`config.mk`:
```
export PLATFORM = sky130hd
export DESIGN_NAME = pds_ctrl
export DESIGN_NICKNAME = d
export VERILOG_FILES = /design/src/hdl/pds_pkg.sv /design/src/hdl/pds_ctrl.sv
export SDC_FILE = /design/constraint.sdc
export NUM_CORES = 1
export LEC_CHECK = 0
export BUFFER_PORTS_ARGS = -buffer_cell sky130_fd_sc_hd__buf_2
export CAP_MARGIN = 20
export CORE_ASPECT_RATIO = 0.8
export CORE_MARGIN = 4
export CORE_UTILIZATION = 40
export CTS_CLUSTER_SIZE = 30
export DETAILED_ROUTE_END_ITERATION = 8
export GPL_ROUTABILITY_DRIVEN = 0
export PLACE_DENSITY = 0.75
export SLEW_MARGIN = 20
export SYNTH_ARGS = -nofsm -noshare
export SYNTH_HDL_FRONTEND = slang
export SYNTH_SLANG_ARGS = --single-unit
```
`constraint.sdc`:
```
create_clock -name i_clk -period 1.9 [get_ports i_clk]
set_clock_uncertainty 0.15 [all_clocks]
set_input_delay 0.285 -clock i_clk [delete_from_list [all_inputs] [get_ports i_clk]]
set_output_delay 0.285 -clock i_clk [all_outputs]
set_load 0.05 [all_outputs]
```
`src/hdl/pds_pkg.sv`:
```
// shared constants, codes and control structs for the particle depth sorter
package pds_pkg;

    localparam int MAX_PARTICLES = 1024;
    localparam int ADDR_W        = $clog2(MAX_PARTICLES);
    localparam int CNT_W         = $clog2(MAX_PARTICLES + 1);
    localparam int POS_W         = 24;
    localparam int DIR_W         = 16;
    localparam int PROD_W        = POS_W + DIR_W;
    localparam int DEPTH_W       = 41;
    localparam int TAG_W         = 16;
    localparam int SLOT_W        = 10;
    localparam int WIN_W         = 11;
    localparam int FC_W          = 8;
    localparam int CFG_IDX_W     = 3;
    localparam int CFG_DATA_W    = 16;
    localparam int WORD_W        = TAG_W + DEPTH_W;

    localparam logic [WIN_W-1:0] WINDOW_LEN_RST = 11'd200;
    localparam logic [FC_W-1:0]  FULL_AFTER_RST = 8'd20;
    localparam logic [FC_W-1:0]  FC_MAX         = 8'd255;

    typedef enum logic [CFG_IDX_W-1:0] {
        CFG_CAM_X      = 3'd0,
        CFG_CAM_Y      = 3'd1,
        CFG_CAM_Z      = 3'd2,
        CFG_WINDOW_LEN = 3'd3,
        CFG_FULL_AFTER = 3'd4
    } t_cfg_idx;

    typedef enum logic {
        KIND_LOAD = 1'b0,
        KIND_READ = 1'b1
    } t_kind;

    typedef struct packed {
        logic accept;
        logic load_wr;
        logic rd_slot;
        logic out_read;
        logic setup;
        logic p_start;
        logic p_fetch;
        logic p_cmp;
        logic p_end;
        logic out_status;
    } t_cmd;

    typedef struct packed {
        logic do_pass;
        logic at_end;
        logic full;
        logic swapped;
        logic out_free;
    } t_stat;

endpackage

```
`src/hdl/pds_ctrl.sv`:
```
// controller state machine sequencing loads, reads and sort passes
module pds_ctrl (
    input  logic           i_clk,
    input  logic           i_rst_n,
    input  logic           i_in_valid,
    input  logic           i_kind,
    input  logic           i_last,
    output logic           o_in_stall,
    input  pds_pkg::t_stat i_stat,
    output pds_pkg::t_cmd  o_cmd
);

    typedef enum logic [9:0] {
        S_IDLE    = 10'b0000000001,
        S_LOAD_WR = 10'b0000000010,
        S_RD_ISS  = 10'b0000000100,
        S_RD_OUT  = 10'b0000001000,
        S_SETUP   = 10'b0000010000,
        S_P_START = 10'b0000100000,
        S_P_FETCH = 10'b0001000000,
        S_P_CMP   = 10'b0010000000,
        S_P_END   = 10'b0100000000,
        S_STATUS  = 10'b1000000000
    } t_state;

    t_state r_state, n_state;
    logic   r_last, w_acc;

    assign o_in_stall = r_state != S_IDLE;
    assign w_acc      = i_in_valid && !o_in_stall;

    always_comb begin
        n_state = r_state;
        o_cmd   = '0;
        unique case (r_state)
            S_IDLE: begin
                o_cmd.accept = i_in_valid;
                if (i_in_valid) begin
                    n_state = (i_kind == pds_pkg::KIND_READ) ? S_RD_ISS : S_LOAD_WR;
                end
            end
            S_LOAD_WR: begin
                o_cmd.load_wr = 1'b1;
                n_state = r_last ? S_SETUP : S_IDLE;
            end
            S_RD_ISS: begin
                o_cmd.rd_slot = 1'b1;
                n_state = S_RD_OUT;
            end
            S_RD_OUT: begin
                if (i_stat.out_free) begin
                    o_cmd.out_read = 1'b1;
                    n_state = S_IDLE;
                end
            end
            S_SETUP: begin
                o_cmd.setup = 1'b1;
                n_state = i_stat.do_pass ? S_P_START : S_STATUS;
            end
            S_P_START: begin
                o_cmd.p_start = 1'b1;
                n_state = S_P_FETCH;
            end
            S_P_FETCH: begin
                o_cmd.p_fetch = 1'b1;
                n_state = S_P_CMP;
            end
            S_P_CMP: begin
                o_cmd.p_cmp = 1'b1;
                if (i_stat.at_end) begin
                    n_state = S_P_END;
                end
            end
            S_P_END: begin
                o_cmd.p_end = 1'b1;
                n_state = (i_stat.full && i_stat.swapped) ? S_P_START : S_STATUS;
            end
            S_STATUS: begin
                if (i_stat.out_free) begin
                    o_cmd.out_status = 1'b1;
                    n_state = S_IDLE;
                end
            end
            default: n_state = S_IDLE;
        endcase
    end

    always_ff @(posedge i_clk) begin
        if (!i_rst_n) begin
            r_state <= S_IDLE;
            r_last  <= 1'b0;
        end else begin
            r_state <= n_state;
            if (w_acc) begin
                r_last <= i_last;
            end
        end
    end

`ifndef SYNTHESIS
    a_load_path: assert property (@(posedge i_clk) disable iff (!i_rst_n)
        (w_acc && i_kind == pds_pkg::KIND_LOAD) |=> r_state == S_LOAD_WR)
        else $error("load transaction not written");
    a_read_path: assert property (@(posedge i_clk) disable iff (!i_rst_n)
        (w_acc && i_kind == pds_pkg::KIND_READ) |=> r_state == S_RD_ISS)
        else $error("read transaction not issued");
    a_status_done: assert property (@(posedge i_clk) disable iff (!i_rst_n)
        o_cmd.out_status |=> r_state == S_IDLE)
        else $error("status result did not end the frame");
`endif

endmodule

```
* Word-level counts from Yosys, hierarchy flattened
Index checks and enable logic that the tools add are counted.
Word-level totals: output and inout port bits 11, bits of input ports 10, logic and storage cells 40, register bits 11
Operators by class: muxes and demuxes 19, equal/unequal tests 14, reduce and logical (&&, ||, !) cells 5
Operators with widths (count):
- 10-bit case mux with 9 select lines | 1
- 10-bit two-way mux | 5
- 1-bit two-way mux | 11
- 10-bit by 1-bit == test with 1-bit output (second input constant) | 1
- 10-bit == test (second input constant) | 1
- 10-bit by 2-bit == test with 1-bit output (second input constant) | 1
- 10-bit by 3-bit == test with 1-bit output (second input constant) | 1
- 10-bit by 4-bit == test with 1-bit output (second input constant) | 1
- 10-bit by 5-bit == test with 1-bit output (second input constant) | 1
- 10-bit by 6-bit == test with 1-bit output (second input constant) | 1
- 10-bit by 7-bit == test with 1-bit output (second input constant) | 1
- 10-bit by 8-bit == test with 1-bit output (second input constant) | 1
- 10-bit by 9-bit == test with 1-bit output (second input constant) | 1
- 10-bit by 1-bit != test with 1-bit output (second input constant) | 1
- 5-bit two-way mux | 1
- 2-bit != test (second input constant) | 2
- 3-bit two-way mux | 1
- 3-bit AND reduction | 1
- 1-bit logical AND | 2
- 2-bit by 1-bit != test with 1-bit output (second input constant) | 1
- 2-bit OR reduction | 1
- 1-bit zero test | 1

* Longest topological paths before layout
Gate-level depths: netlist (run 1).
depth after elaboration 4, gate-level depth with buffers 6, mapped depth without buffers 5

* Worst setup path before layout (run 1)
Ideal clock, no wire load.
path kind register to output, start point register r_state[4], end point output port o_cmd[6] (netlist name), buffers on the path 0, setup slack -1.175 ns, arrival time 2.640 ns, cell stages (with the launch flop) 6, path through dfxtp_1 > nor4_4 > nand2_1 > nor2_1 > nand2_1 > nor4b_1
RTL lines:
- start, declared | line pds_ctrl.sv:26 | t_state r_state, n_state;
- start signal, assigned | line pds_ctrl.sv:93 | r_state <= n_state;
- end, declared | line pds_ctrl.sv:10 | output pds_pkg::t_cmd o_cmd

==> impl_metrics.yaml, run 1 <==
run_status:
  status: "complete, but fails checks"
  violations: "setup timing"
detailed_routing:
  vias: 857
  drt_pass1_iterations: 4
  drc_errors: 0
  drt_iter0_drc: 31
  wl_per_cell_um: 16.3
  wl_met1_mm: 1.06
  routed_wl_mm: 2.44
  via_per_inst: 5.71
  highest_layer: "met4"
  wl_met2_mm: 1.19
  wl_met3_um: 147
  ant_nets: 0
setup_path:
  r2r_cells: 7
  path_delay_family: "simple AND/OR/NAND/NOR gates"
  slowest_stage: "dfxtp_2"
  path_cells: "nor4_4 -> nand2_2 -> nor2_2 -> nand2_2 -> nor4b_4 -> buf_6"
  timing.critical_path.mode_cell: "nand2_2"
  cp.depth: 6
  worstPathBufferInverterCount: 1
  cp-start-kind: "flop"
  slowest_delay_ps: 340
  path_max_fanout: 2
  cp_data_arrival_time_ps: 1690
  endpoint_kind: "primary output"
  path_class: "reg -> out"
  required_ps: 1460
cells_and_area:
  drive_gt1_share_pct: 56.3
  finalNetCount: 139
  instances_no_fill: 150
  stdcell_area_sq_um: 1280
  area_growth_pct: 78.5
  utilization_pct: 77.0
  diodes: 0
yosys:
  synth.largest_area_cell: "dfxtp_1"
  synth_top_area_share_pct: 30.8
  synth_cell_types: 36
  synth_flop_cell: "dfxtp_1"
  synth_edf_count: 0
  syn_area_per_cell_sq_um: 8.52
  yosysSeqAreaShare_pct: 30.8
  synthCells: 84
  ys_top_cells_by_area: "dfxtp_1, nor2_1, nor4_4, nor4b_1, nand2b_1"
  syn-cell-area_sq_um: 716
  syn-num-nets: 94
  yosysWarningCount: 0
  synthArstFlopShare_pct: 0
  synth_seq_cells: 11
hold_path:
  whs_path_depth: 2
  hold_path.class: "in -> reg"
clock_network:
  cts_tree: "done"
  cts_max_level: 1
  clockBufferDepth: 2
  cts_buffers: 3
  clk_latency_ps: 280
  ctsHoldBuffers: 0
  clock_sinks: 11
  cts_root_buf: "clkbuf_4"
  clk_pin_slew_ps: 80
timing:
  setup_ws_ps: -222
  hold_viol_final: 0
  maxSlewViolCount: 0
  worst_pin_slew_ps: 377
  period_share_pct: 112
  finalSetupViolations: 19
  slew_headroom_pct: 74.7
  rsz0062_at_grt: "yes"
  fmax_mhz: 471
  fin_crit_ps: 2120
power_and_ir_drop:
  powerDensity_nw_per_um2: 509
  intPower_mw: 0.423
  combPwrFrac_pct: 36.0
  peakVddDrop_mv: 0.419
  power_frac_seq_pct: 37.1
  swShare_pct: 35.0
  p_leak_nw: 0.508
  switchingPower_mw: 0.227
  pwr-share-clk_pct: 26.8
floorplan:
  fp.dieW_um: 55.3
  num_rows: 13
  die_h_um: 45.8
  die-area_sq_um: 2530
  start_util_pct: 43.1
  io_pins: 21
  core-area_sq_um: 1660
job:
  maxCapViolations: 0
grt:
  gr-usage-all-layers_pct: 20.1
  grt_antenna_before_repair: 0
  grt_pass1_vias: 851
  gr-total-overflow: 0
  grt_pass1_wl_mm: 4.00
  grt_max_degree: 10
placed_design:
  placed_area_sq_um: 1010
  place_inst: 137
  dp_hpwl_mm: 1.56
  port_buffers: 20
[cell usage after synthesis, drive strengths merged, types with 3 or more instances]
cell    number
nor4b        4
inv          3
nor2b        3
nand2        3
nor4         4
nand2b       5
nand3        3
dfxtp       11
a21oi        3
a21boi       3
nor2        14
buf          3
nor3         4
[cell usage in the layout, fill, tap and decap left out, types with 3 or more instances in the layout]
master     n
buf_4     22
buf_2      9
buf_6      8
nor2_1     7
dfxtp_1    7
nor2_4     5
nand2b_1   5
buf_8      5
nor4_4     4
nor3_1     4
inv_1      3
a21oi_1    3
nor2b_1    3
clkbuf_4   3
dfxtp_2    3
[stage by stage]
stage | setup WS, ps | total power, mW | TNS, ps | hold slack [ps]
2_1_floorplan | -303 | 0.358 | -1880 | 207
3_3_place_gp | 4.42 | 0.406 | 0 | 307
3_5_place_dp | -47.4 | 0.410 | -47.4 | 314
4_1_cts | -223 | 0.611 | -1260 | 27.7
5_1_grt | -307 | 0.668 | -2920 | 28.9
6_report | -222 | 0.650 | -1770 | 19.9
[worst paths after layout]
| path | start | to | slack, ps |
|---|---|---|---|
| worst max register to register | r_state[4]$_SDFFE_PN0P_ | r_state[8]$_SDFFE_PN0P_ | -140 |
| worst min-delay path | i_kind | r_state[1]$_SDFFE_PN0P_ | 20 |
| worst min register to register | r_last$_SDFFE_PN0P_ | r_state[4]$_SDFFE_PN0P_ | 360 |
| worst max-delay path | r_state[4]$_SDFFE_PN0P_ | o_cmd[0] | -220 |
[cell type report]
type / instances / area, sq um
inverter: 3 / 11.3
clock buffer: 4 / 26.3
fill: 115 / 382
sequential: 11 / 228
tap: 22 / 27.5
timing repair buffer: 44 / 375
multi-input combinational: 66 / 609
[what timing repair did]
item / 4_1_cts / 5_1_grt
pin swaps: 14 / 7
buffers inserted: 5 / 4
gates resized for setup: 39 / 7
setup endpoints to repair: 11 / 19
[kinds of logic (layout without fill, tap and decap cells)]
group           Yosys count  after routing  synth area share (%)
compound gates           14             14                  15.2
xor+xnor                  2              2                  2.45
mux                       1              1                  1.40
simple gates             49             49                  45.6
buf+inv                   7             51                  4.55
flops                    11             11                  30.8
[registers in the layout (all words and copies together) (netlist names)]
register,flops
r_state,10
r_last,1
[power groups by stage]
| stage | Sequential (mW) | Combinational, mW | Clock (mW) |
|---|---|---|---|
| 3_3_place_gp | 0.247 | 0.158 | 0 |
| 3_5_place_dp | 0.248 | 0.162 | 0 |
| 2_1_floorplan | 0.249 | 0.109 | 0 |
| 6_report | 0.241 | 0.234 | 0.174 |
| 5_1_grt | 0.243 | 0.247 | 0.179 |
| 4_1_cts | 0.241 | 0.201 | 0.168 |
[routing by layer]
layer,vias up,track usage [%]
met5,-,0
met4,0,4.37
met3,8,3.68
met2,39,39.2
met1,411,23.5
li1,399,-
No activity file was read; power rests on OpenSTA's default activity.
==> run 2: changes to the inputs <==
CORE_ASPECT_RATIO = 1.25   (was 0.8)
==> impl_metrics.yaml, run 2 (synthesis gave the netlist of run 1 again) <==
setup_path:
  path_max_fanout: 2
  cp_data_arrival_time_ps: 1650
  startpoint: "r_state[4]$_SDFFE_PN0P_"
  r2r_start: "r_state[4]$_SDFFE_PN0P_"
  cp-start-kind: "flop"
  endpoint_kind: "primary output"
  path_class: "reg -> out"
  required_ps: 1460
cells_and_area:
  fillers: 113
  stdcell_area_sq_um: 1260
  finalNetCount: 138
  diodes: 0
  seq_area_sq_um: 228
  drive_gt1_share_pct: 55.9
  reg.largest.list: "r_state (10), r_last (1)"
  final_common_cell: "buf_4"
  regMostFlops: "r_state"
  multi_input_area_sq_um: 606
  final_cell_mix: "buf_4, buf_2, dfxtp_1"
  area_growth_pct: 76.2
  largest_reg_flops: 10
grt:
  grt-busiest-layer: "met2"
  grt_pass1_wl_mm: 3.57
  gr-usage-all-layers_pct: 18.8
  met2_usage_pct: 31.7
  grt_max_degree: 10
  gr-total-overflow: 0
  grt_antenna_before_repair: 0
  grt_pass1_vias: 828
  met3_usage_pct: 3.25
  grt_use_met1_pct: 21.1
job:
  maxCapViolations: 0
timing:
  period_share_pct: 110
  worst_pin_slew_ps: 319
  setup_ws_ps: -183
  slew_headroom_pct: 78.4
  maxSlewViolCount: 0
  hold_viol_final: 0
  fin_crit_ps: 2080
  rsz0062_at_grt: "yes"
  finalSetupViolations: 12
  timing.setup.tns_ps: -835
  fmax_mhz: 480
detailed_routing:
  ant_nets: 0
  drc_errors: 0
  wl_per_cell_um: 15.6
  drt_iter0_drc: 10
  drt_pass1_iterations: 4
  via_per_inst: 5.67
  routed_wl_mm: 2.26
  vias: 822
floorplan:
  die-area_sq_um: 2530
  fp.dieW_um: 45.8
  die_h_um: 55.3
  core-area_sq_um: 1620
  start_util_pct: 44.1
  io_pins: 21
  num_rows: 16
clock_network:
  cts_root_buf: "clkbuf_4"
  clock_sinks: 11
  clk_latency_ps: 260
  cts_tree: "done"
  clk_pin_slew_ps: 70
  cts_buffers: 3
  cts_max_level: 1
  clockBufferDepth: 2
placed_design:
  dp_hpwl_mm: 1.50
  placed_area_sq_um: 1010
  port_buffers: 20
  dp_slack_ps: -52.3
hold_path:
  hp-start: "i_kind"
  hold_path.class: "in -> reg"
run_status:
  status: "complete, but fails checks"
  violations: "setup timing"
power_and_ir_drop:
  powerDensity_nw_per_um2: 496
  p_leak_nw: 0.502
  peakVddDrop_mv: 0.489
run 2: changes by cell type in the layout (fill, tap and decap cells not counted):
cell	before	now
buf_6	8	6
nor2_2	2	3
o311ai_1	0	1
buf_8	5	6
o221ai_1	0	1
nor2_1	7	6
o221ai_2	1	0
o311ai_0	1	0
run 2: what timing repair did:
action / CTS / global route
endpoints found under the setup margin: 11 / 17
hold buffers: 0 / 0
gates resized for setup: 32 / 15
buffers inserted: 6 / 4
pin swaps: 10 / 13
run 2: per-stage QoR:
step / util (%) / power (mW) / hold slack, ps / std cells
2_1_floorplan: - / 0.358 / 207 / 84
3_3_place_gp: 62.1 / 0.408 / 306 / 133
3_5_place_dp: 62.1 / 0.412 / 310 / 133
4_1_cts: 73.1 / 0.613 / 20.5 / 143
5_1_grt: 77.8 / 0.653 / 30.2 / 145
6_report: 77.8 / 0.626 / 30.1 / 145
run 2: path summary, 6_finish.rpt:
check	to	slack (ps)	cells after the start
worst max-delay path	o_cmd[6]	-180	6
worst min-delay path	r_state[1]$_SDFFE_PN0P_	30	2
worst max register to register	r_state[6]$_SDFFE_PN0P_	-20	6
worst min register to register	r_state[4]$_SDFFE_PN0P_	380	1
run 2: routing by layer:
metal | wire length (um) | part of all wire (%)
met4 | 18 | 0.80
met5 | 0 | 0
met2 | 1230 | 54
met1 | 922 | 41
met3 | 93 | 4.1
run 2: worst max-delay path, cell delays in order, from the launching register on:
cell     delay (ps)
dfxtp_2         340
nor4_4          310
nand2_2          90
nor2_2          100
nand2_2          90
nor4b_4         260
buf_6           190
run 2: area by class of cell:
class                   instances  area share [%]
flip-flops and latches         11            18.1
repair buffers                 43            29.2
well taps                      18            1.79
multi-input cells              66            48.0
clock buffers                   4            2.08
inverters                       3           0.893
run 2: power breakdown:
part / leakage [nW] / internal, mW / switching [mW]
logic: 0.395 / 0.102 / 0.127
clock network: 0.0150 / 0.0811 / 0.0732
registers: 0.0916 / 0.236 / 0.00543
total: 0.502 / 0.420 / 0.206
